<file path="src/hw/rtl/rbe_pkg.sv">
`timescale 1ns / 1ps
`default_nettype none

package rbe_pkg;

    localparam int BLOCK_MAX     = 63;
    localparam int SPLIT_OPTIONS = 16;
    localparam int ID_BITS       = 4;

    localparam int SAMPLE_W = 18;
    localparam int VALUE_W  = 19;
    localparam int COST_W   = 25;
    localparam int SPLIT_W  = 4;
    localparam int QUOT_W   = 19;
    localparam int REM_W    = 15;
    localparam int HCOST_W  = 24;

    localparam int DEPTH = BLOCK_MAX + 1;
    localparam int CNT_W = $clog2(DEPTH);
    localparam int K_W   = $clog2(SPLIT_OPTIONS);

    typedef enum logic [1:0] {
        COST_HOLD,
        COST_ACC,
        COST_SCAN,
        COST_CLEAR
    } t_cost_op;

    typedef struct packed {
        t_cost_op       op;
        logic [K_W-1:0] k;
    } t_cost_ctl;

    typedef struct packed {
        logic signed [SAMPLE_W-1:0] sample;
        logic                       block_end;
    } t_in;

    typedef struct packed {
        logic               kind;
        logic [SPLIT_W-1:0] split_bits;
        logic [QUOT_W-1:0]  quotient;
        logic [REM_W-1:0]   remainder;
        logic [HCOST_W-1:0] cost_bits;
        logic               last;
    } t_out;

    localparam logic KIND_HEADER = 1'b0;
    localparam logic KIND_CODE   = 1'b1;

endpackage

`default_nettype wire

</file>
<file path="src/hw/rtl/rice_block_encoder.sv">
// Non-final item: busy while its cost is added for each split count in turn through the shared cost adder.
// Final item: its cost is added for each split count (skipped when a full buffer drops it), then each
// split count is compared, then the header is shown, then one code per buffered value on consecutive cycles.
// A new item is accepted only while the encoder is idle, so each item is finished before the next is taken.
// Results cannot be stalled; each is shown for exactly one cycle under o_strobe.
// Synchronous active-low reset clears the count, the costs and the sequencer.
`timescale 1ns / 1ps
`default_nettype none

module rice_block_encoder (
    input  wire logic          i_clk,
    input  wire logic          i_rst_n,
    input  wire logic          start,
    output logic               busy,
    input  wire rbe_pkg::t_in  i_item,
    output logic               o_strobe,
    output rbe_pkg::t_out      o_result
);

    typedef enum logic [2:0] {
        S_IDLE,
        S_ACC,
        S_SCAN,
        S_HEAD,
        S_EMIT
    } t_state;

    t_state                       r_state;
    logic [rbe_pkg::CNT_W-1:0]    r_count;
    logic [rbe_pkg::CNT_W-1:0]    r_idx;
    logic [rbe_pkg::K_W-1:0]      r_k;
    logic [rbe_pkg::VALUE_W-1:0]  r_v;
    logic                         r_end;
    logic                         r_strobe;
    rbe_pkg::t_out                r_out;

    logic                         accept;
    logic                         full;
    logic [rbe_pkg::VALUE_W-1:0]  mapped;
    logic [rbe_pkg::VALUE_W-1:0]  rdata;
    logic                         ram_we;
    rbe_pkg::t_cost_ctl           cost_ctl;
    logic [rbe_pkg::K_W-1:0]      best_k;
    logic [rbe_pkg::COST_W-1:0]   best_cost;
    logic                         code_last;
    logic [rbe_pkg::VALUE_W-1:0]  rem_mask;

    function automatic logic [rbe_pkg::VALUE_W-1:0] map_sample(
        input logic [rbe_pkg::SAMPLE_W-1:0] x
    );
        logic [rbe_pkg::SAMPLE_W-1:0] mag;
        mag = rbe_pkg::SAMPLE_W'(0) - x;
        if (x[rbe_pkg::SAMPLE_W-1]) begin
            return {mag, 1'b0};
        end
        return {x, 1'b0} - rbe_pkg::VALUE_W'(x != '0);
    endfunction

    assign busy   = (r_state != S_IDLE);
    assign accept = start && !busy;
    assign full   = (r_count == rbe_pkg::CNT_W'(rbe_pkg::BLOCK_MAX));
    assign mapped = map_sample(i_item.sample);
    assign ram_we = accept && !full;

    rbe_ram #(
        .WIDTH(rbe_pkg::VALUE_W),
        .DEPTH(rbe_pkg::DEPTH)
    ) u_store (
        .i_clk  (i_clk),
        .i_we   (ram_we),
        .i_waddr(r_count),
        .i_wdata(mapped),
        .i_raddr(r_idx),
        .o_rdata(rdata)
    );

    // The final code is the one whose successor index equals the count.
    assign code_last = (r_idx == r_count);

    always_comb begin
        cost_ctl.k = r_k;
        unique case (r_state)
            S_ACC:   cost_ctl.op = rbe_pkg::COST_ACC;
            S_SCAN:  cost_ctl.op = rbe_pkg::COST_SCAN;
            S_EMIT:  cost_ctl.op = code_last ? rbe_pkg::COST_CLEAR : rbe_pkg::COST_HOLD;
            default: cost_ctl.op = rbe_pkg::COST_HOLD;
        endcase
    end

    rbe_cost u_cost (
        .i_clk      (i_clk),
        .i_rst_n    (i_rst_n),
        .i_ctl      (cost_ctl),
        .i_value    (r_v),
        .o_best_k   (best_k),
        .o_best_cost(best_cost)
    );

    assign rem_mask = (rbe_pkg::VALUE_W'(1) << best_k) - rbe_pkg::VALUE_W'(1);

    always_ff @(posedge i_clk) begin
        if (!i_rst_n) begin
            r_state  <= S_IDLE;
            r_count  <= '0;
            r_idx    <= '0;
            r_k      <= '0;
            r_end    <= 1'b0;
            r_strobe <= 1'b0;
        end else begin
            unique case (r_state)
                S_IDLE: begin
                    r_strobe <= 1'b0;
                    if (accept) begin
                        r_end <= i_item.block_end;
                        if (!full) begin
                            r_v     <= mapped;
                            r_count <= r_count + rbe_pkg::CNT_W'(1);
                            r_state <= S_ACC;
                        end else if (i_item.block_end) begin
                            // A full buffer drops the value but still closes the block.
                            r_state <= S_SCAN;
                        end
                    end
                end
                S_ACC: begin
                    r_strobe <= 1'b0;
                    if (r_k == rbe_pkg::K_W'(rbe_pkg::SPLIT_OPTIONS - 1)) begin
                        r_k     <= '0;
                        r_state <= r_end ? S_SCAN : S_IDLE;
                    end else begin
                        r_k <= r_k + rbe_pkg::K_W'(1);
                    end
                end
                S_SCAN: begin
                    r_strobe <= 1'b0;
                    if (r_k == rbe_pkg::K_W'(rbe_pkg::SPLIT_OPTIONS - 1)) begin
                        r_k     <= '0;
                        r_state <= S_HEAD;
                    end else begin
                        r_k <= r_k + rbe_pkg::K_W'(1);
                    end
                end
                S_HEAD: begin
                    r_strobe            <= 1'b1;
                    r_out.kind          <= rbe_pkg::KIND_HEADER;
                    r_out.split_bits    <= rbe_pkg::SPLIT_W'(best_k);
                    r_out.quotient      <= '0;
                    r_out.remainder     <= '0;
                    r_out.cost_bits     <= rbe_pkg::HCOST_W'(best_cost
                                           + rbe_pkg::COST_W'(rbe_pkg::ID_BITS));
                    r_out.last          <= 1'b0;
                    r_idx               <= r_idx + rbe_pkg::CNT_W'(1);
                    r_state             <= S_EMIT;
                end
                S_EMIT: begin
                    r_strobe         <= 1'b1;
                    r_out.kind       <= rbe_pkg::KIND_CODE;
                    r_out.split_bits <= rbe_pkg::SPLIT_W'(best_k);
                    r_out.quotient   <= rbe_pkg::QUOT_W'(rdata >> best_k);
                    r_out.remainder  <= rbe_pkg::REM_W'(rdata & rem_mask);
                    r_out.cost_bits  <= '0;
                    r_out.last       <= code_last;
                    if (code_last) begin
                        r_idx   <= '0;
                        r_count <= '0;
                        r_state <= S_IDLE;
                    end else begin
                        r_idx <= r_idx + rbe_pkg::CNT_W'(1);
                    end
                end
                default: begin
                    r_strobe <= 1'b0;
                    r_state  <= S_IDLE;
                end
            endcase
        end
    end

    assign o_strobe = r_strobe;
    assign o_result = r_out;

endmodule

`default_nettype wire

</file>
<file path="src/hw/rtl/rbe_ram.sv">
`timescale 1ns / 1ps
`default_nettype none

module rbe_ram #(
    parameter int WIDTH = 8,
    parameter int DEPTH = 16
) (
    input  wire logic                     i_clk,
    input  wire logic                     i_we,
    input  wire logic [$clog2(DEPTH)-1:0] i_waddr,
    input  wire logic [WIDTH-1:0]         i_wdata,
    input  wire logic [$clog2(DEPTH)-1:0] i_raddr,
    output logic      [WIDTH-1:0]         o_rdata
);

    logic [WIDTH-1:0] r_mem [DEPTH];

    always_ff @(posedge i_clk) begin
        if (i_we) begin
            r_mem[i_waddr] <= i_wdata;
        end
        o_rdata <= r_mem[i_raddr];
    end

endmodule

`default_nettype wire

</file>
<file path="src/hw/rtl/rbe_cost.sv">
`timescale 1ns / 1ps
`default_nettype none

module rbe_cost (
    input  wire logic                          i_clk,
    input  wire logic                          i_rst_n,
    input  wire rbe_pkg::t_cost_ctl            i_ctl,
    input  wire logic [rbe_pkg::VALUE_W-1:0]   i_value,
    output logic      [rbe_pkg::K_W-1:0]       o_best_k,
    output logic      [rbe_pkg::COST_W-1:0]    o_best_cost
);

    logic [rbe_pkg::COST_W-1:0] r_cost [rbe_pkg::SPLIT_OPTIONS];
    logic [rbe_pkg::COST_W-1:0] r_best_cost;
    logic [rbe_pkg::K_W-1:0]    r_best_k;
    logic [rbe_pkg::COST_W-1:0] n_sum;
    logic [rbe_pkg::COST_W-1:0] cur;

    assign cur = r_cost[i_ctl.k];

    // The shared adder: each split count costs k plus the quotient plus the stop bit.
    assign n_sum = cur + rbe_pkg::COST_W'(i_ctl.k)
                 + rbe_pkg::COST_W'(i_value >> i_ctl.k) + rbe_pkg::COST_W'(1);

    always_ff @(posedge i_clk) begin
        if (!i_rst_n) begin
            for (int i = 0; i < rbe_pkg::SPLIT_OPTIONS; i++) begin
                r_cost[i] <= '0;
            end
            r_best_cost <= '0;
            r_best_k    <= '0;
        end else begin
            case (i_ctl.op)
                rbe_pkg::COST_ACC: begin
                    r_cost[i_ctl.k] <= n_sum;
                end
                rbe_pkg::COST_SCAN: begin
                    // Strict compare keeps the smallest k on a tie.
                    if (i_ctl.k == '0 || cur < r_best_cost) begin
                        r_best_cost <= cur;
                        r_best_k    <= i_ctl.k;
                    end
                end
                rbe_pkg::COST_CLEAR: begin
                    for (int i = 0; i < rbe_pkg::SPLIT_OPTIONS; i++) begin
                        r_cost[i] <= '0;
                    end
                end
                default: begin
                end
            endcase
        end
    end

    assign o_best_k    = r_best_k;
    assign o_best_cost = r_best_cost;

endmodule

`default_nettype wire

</file>
<file path="config.mk">
export PLATFORM = sky130hd
export DESIGN_NAME = rice_block_encoder
export DESIGN_NICKNAME = d
export VERILOG_FILES = /design/src/hw/rtl/rbe_pkg.sv /design/src/hw/rtl/rice_block_encoder.sv /design/src/hw/rtl/rbe_ram.sv /design/src/hw/rtl/rbe_cost.sv
export SDC_FILE = /design/constraint.sdc
export NUM_CORES = 2
export LEC_CHECK = 0
export BUFFER_PORTS_ARGS = -buffer_cell sky130_fd_sc_hd__buf_4
export CAP_MARGIN = 20
export CELL_PAD_IN_SITES_DETAIL_PLACEMENT = 2
export CELL_PAD_IN_SITES_GLOBAL_PLACEMENT = 2
export CORE_MARGIN = 2
export CORE_UTILIZATION = 49
export DETAILED_ROUTE_END_ITERATION = 6
export HOLD_SLACK_MARGIN = 0.02
export PLACE_DENSITY_LB_ADDON = 0.1
export SYNTH_ARGS = -nofsm -noshare
export SYNTH_HDL_FRONTEND = slang
export SYNTH_SLANG_ARGS = --single-unit
</file>
<file path="constraint.sdc">
create_clock -name i_clk -period 7.7 [get_ports i_clk]
set_clock_uncertainty 0.15 [all_clocks]
set_input_delay 0.385 -clock i_clk [delete_from_list [all_inputs] [get_ports i_clk]]
set_output_delay 0.385 -clock i_clk [all_outputs]
set_load 0.1 [all_outputs]
</file>
==> impl_metrics.csv <==
group,metric,value,unit
status,status,"finished clean",
global_routing,use_met3,6.55,%
clocking,clk_latency,0.82,ns
clocking,h-tree-depth,4,
route,wirelength,260,mm
setup_path,critPathKind,"flop to flop",
global_routing,met1_usage,44.8,%
floorplan,floorplan.die.width,390,um
global_routing,grt_pass1_vias,44600,
setup_path,critPathLaunchType,"flop",
setup_path,worst_r2r_endpoint,"u_cost.r_cost[4][24]",
sta,slew-limit-headroom,22.8,%
place,gp_congestion,0.825,
sta,rsz0062_at_grt,"no",
sta,fin_crit,6.75,ns
power,p_clk_share,38.6,%
logic_synthesis,synth.distinct_cells,81,
cells_and_area,drive_gt1_share,26.6,%
sta,timing.final.hold_violations,0,
route,drt-wirelength-per-cell,42.5,um
logic_synthesis,synthArstFlopShare,0,%
clocking,clockBufferDepth,3,
floorplan,start_util,49.4,%
setup_path,path_depth,15,
setup_path,cpMaxStageDelayCell,"dfxtp_1",
logic_synthesis,synthTopCellsByArea,"edfxtp_1 70%, mux4_2 16%, nor2_1 2.6%",
setup_path,path_cells,"inv_1 -> o21ai_0 -> nor2_1 -> a211oi_1 -> a21oi_1 -> fa_1 -> inv_1 -> fa_1 -> nor2b_1 -> o211ai_1 -> a21o_1 -> a221oi_2 -> a221oi_1 -> a211oi_4 -> nor2_1",
clocking,cts_resized,0,
route,viasPerCell,6.84,
sta,fmax,148,MHz
power,pwr-share-seq,49.3,%
global_routing,overflow,0,
power,p_sw_share,27.0,%
logic_synthesis,ys_seq_area_share,71.9,%
place,portBuffers,87,
power,internal-power,16.2,mW
global_routing,grtUsageTotal,34.6,%
setup_path,crit_path_end_kind,"flop",
flow_run,cap_violations,0,
sta,tightestPinTransition,1.15,ns
setup_path,endpoint,"u_cost.r_cost[4][24]",
clocking,clock_sinks,1772,
setup_path,critPathMaxFanout,22,
power,powerDensity,270,nW/um^2
clocking,cts_root_buf,"clkbuf_16",
logic_synthesis,ys.warnings.count,0,
floorplan,fp-row-count,141,
setup_path,r2r_start,"r_k[0]",
logic_synthesis,synth_fp_nets,3974,
route,vias,41900,
clocking,cts_made_buffers,183,
power,pwr-share-comb,12.1,%
setup_path,critPathArrivalTime,7.12,ns
floorplan,coreArea,148000,sq um
sta,setup_tns,0,ns
floorplan,die-area,152000,sq um
logic_synthesis,synth_ff_type,"edfxtp_1",
cells_and_area,nets,4146,
global_routing,globalRouteMet2Util,58.4,%
place,place_hpwl,151,mm
power,ir_worst_vdd,281,uV
logic_synthesis,synth_area,73000,sq um
logic_synthesis,synth_top_area_cell,"edfxtp_1",
logic_synthesis,synth-edff-count,1699,
power,p_sw,6.00,mW
floorplan,die-height,390,um
clocking,clkSlewWorstSetupHoldPaths,0.06,ns
cells_and_area,areaGrowthSynthToFinish,12.9,%
route,first_pass_iters,5,
logic_synthesis,synth.most_common_cell,"edfxtp_1",
sta,timing.final.crit_share,87.7,%
setup_path,r2r_setup_slack,0.95,ns
sta,setup_violations,0,
floorplan,ios,88,
global_routing,grt-busiest-layer,"met2",
setup_path,startpoint,"r_k[0]",
setup_path,critPathBufInv,2,
setup_path,cp.required,8.07,ns
logic_synthesis,synth_top_area_share,69.9,%
logic_synthesis,syn_inst,3877,
route,drtAntennaViolNets,0,
sta,final-max-slew-violation-count,0,
logic_synthesis,syn_avg_cell_area,18.8,sq um
route,route.detailed.drc,0,
setup_path,crit_family,"compound AO/OA/AOI/OAI gates",
setup_path,reg2regPathDepth,15,
route,drtIter0Drc,5208,
logic_synthesis,ys_seq_elements,1772,
global_routing,grt_max_degree,149,
power,p_leak,26.0,nW
clocking,cts_tree,"done",
global_routing,antenna_found_initial,17,
clocking,cts_setup_buffers,0,
logic_synthesis,ys_top_cells_by_count,"1,699 x edfxtp_1, 524 x mux4_2, 504 x nor2_1",
worst_hold_path,hp-class,"input pin to flop",
power,total_power,22.2,mW
setup_path,slowest_delay,1.00,ns
global_routing,grt_pass1_wl,364,mm
-- through the flow --
stage	hold slack (ns)	cells	setup WS, ns	util [%]	cell area [sq um]
after global routing	0.169	6118	0.637	55.7	82400
after CTS	0.143	6109	0.937	55.6	82300
after global placement	0.312	5777	1.63	51.9	76700
after floorplan	0.256	3877	1.98	-	73000
final	0.192	6122	0.950	55.7	82400
after detailed placement	0.320	5780	1.09	51.9	76700
-- worst min-delay path: cells and delay by family --
family	cells	cell delay [ns]
buffers and inverters	2	0.41
XOR/XNOR	1	0.11
-- what timing repair did --
item	CTS	global route
setup endpoints to repair	0	0
hold buffers	5	0
hold endpoints to repair	38	0
-- worst min path at each step --
stage	from	endpoint	slack, ns	cells past startpoint
CTS	i_item[3]	u_store.r_mem[19][3]	0.14	3
global placement	u_cost.o_best_cost[24]	u_cost.o_best_cost[24]	0.31	1
detailed placement	u_cost.o_best_cost[24]	u_cost.o_best_cost[24]	0.32	1
finish	i_item[3]	u_store.r_mem[16][3]	0.19	3
global route	i_item[3]	u_store.r_mem[25][3]	0.17	3
floorplan	u_cost.o_best_k[0]	o_result[59]	0.26	0
-- cell usage in the layout, fill, tap and decap left out, types with 16 or more instances in the layout --
| master | n |
|---|---|
| nand2_1 | 112 |
| nor2_4 | 34 |
| ha_1 | 71 |
| clkbuf_16 | 189 |
| dfxtp_1 | 66 |
| nor3_1 | 74 |
| inv_1 | 41 |
| xnor2_1 | 34 |
| nor2_1 | 438 |
| mux4_2 | 524 |
| mux2i_1 | 30 |
| clkinv_1 | 37 |
| clkbuf_1 | 58 |
| clkinv_2 | 19 |
| a22o_1 | 29 |
| edfxtp_1 | 1699 |
| a21oi_1 | 90 |
| nand3_1 | 30 |
| nor2_2 | 42 |
| o21ai_0 | 31 |
| xor2_1 | 18 |
| and3_1 | 16 |
| buf_4 | 218 |
| a211oi_1 | 26 |
-- power by group through the flow --
stage | Clock [mW] | Combinational (mW) | Sequential, mW
5_1_grt | 8.96 | 2.83 | 11.0
6_report | 8.58 | 2.69 | 11.0
3_3_place_gp | 0 | 2.30 | 11.1
2_1_floorplan | 0 | 1.54 | 11.1
3_5_place_dp | 0 | 2.53 | 11.2
4_1_cts | 8.68 | 2.61 | 11.0
-- cells by family (layout without fill, tap and decap cells) --
logic type               Yosys count  after routing  synth area share, %
flip-flops                      1772           1772                 71.9
other                              0              4                    0
XOR/XNOR                          67             67                0.814
AO/OA/AOI/OAI                    268            268                 2.48
buffers and inverters            287            598                 1.60
multiplexers                     569            569                 16.9
adder cells (fa/ha/maj)           75             75                 1.33
AND/OR/NAND/NOR                  839            839                 4.98
-- registers in the layout, indices dropped and copies added, names as in the netlist, 3 cells and up, named ones only --
signal              cells
o_result               64
r_count                 6
r_idx                   6
r_k                     4
r_state                 3
r_v                    19
u_cost.o_best_cost     25
u_cost.o_best_k         4
u_cost.r_cost         400
u_store.o_rdata        19
u_store.r_mem        1216
-- layer usage --
metal / up-vias / wire length (um) / share of wire, %
met5: - / 81 / 0.031
met4: 12 / 11000 / 4.2
met3: 575 / 20600 / 7.9
met2: 2482 / 132000 / 51
met1: 22800 / 96500 / 37
li1: 16000 / - / -
-- layout make-up --
class                   instances  area, sq um
flip-flops and latches       1772        52500
well taps                    1930         2410
multi-input cells            1818        19900
inverters                      43          161
diodes                          4         10.0
repair buffers                231         1860
clock inverters                68          437
fillers                     12500        65400
clock buffers                 256         5070
(Power assumes the default switching activity.)
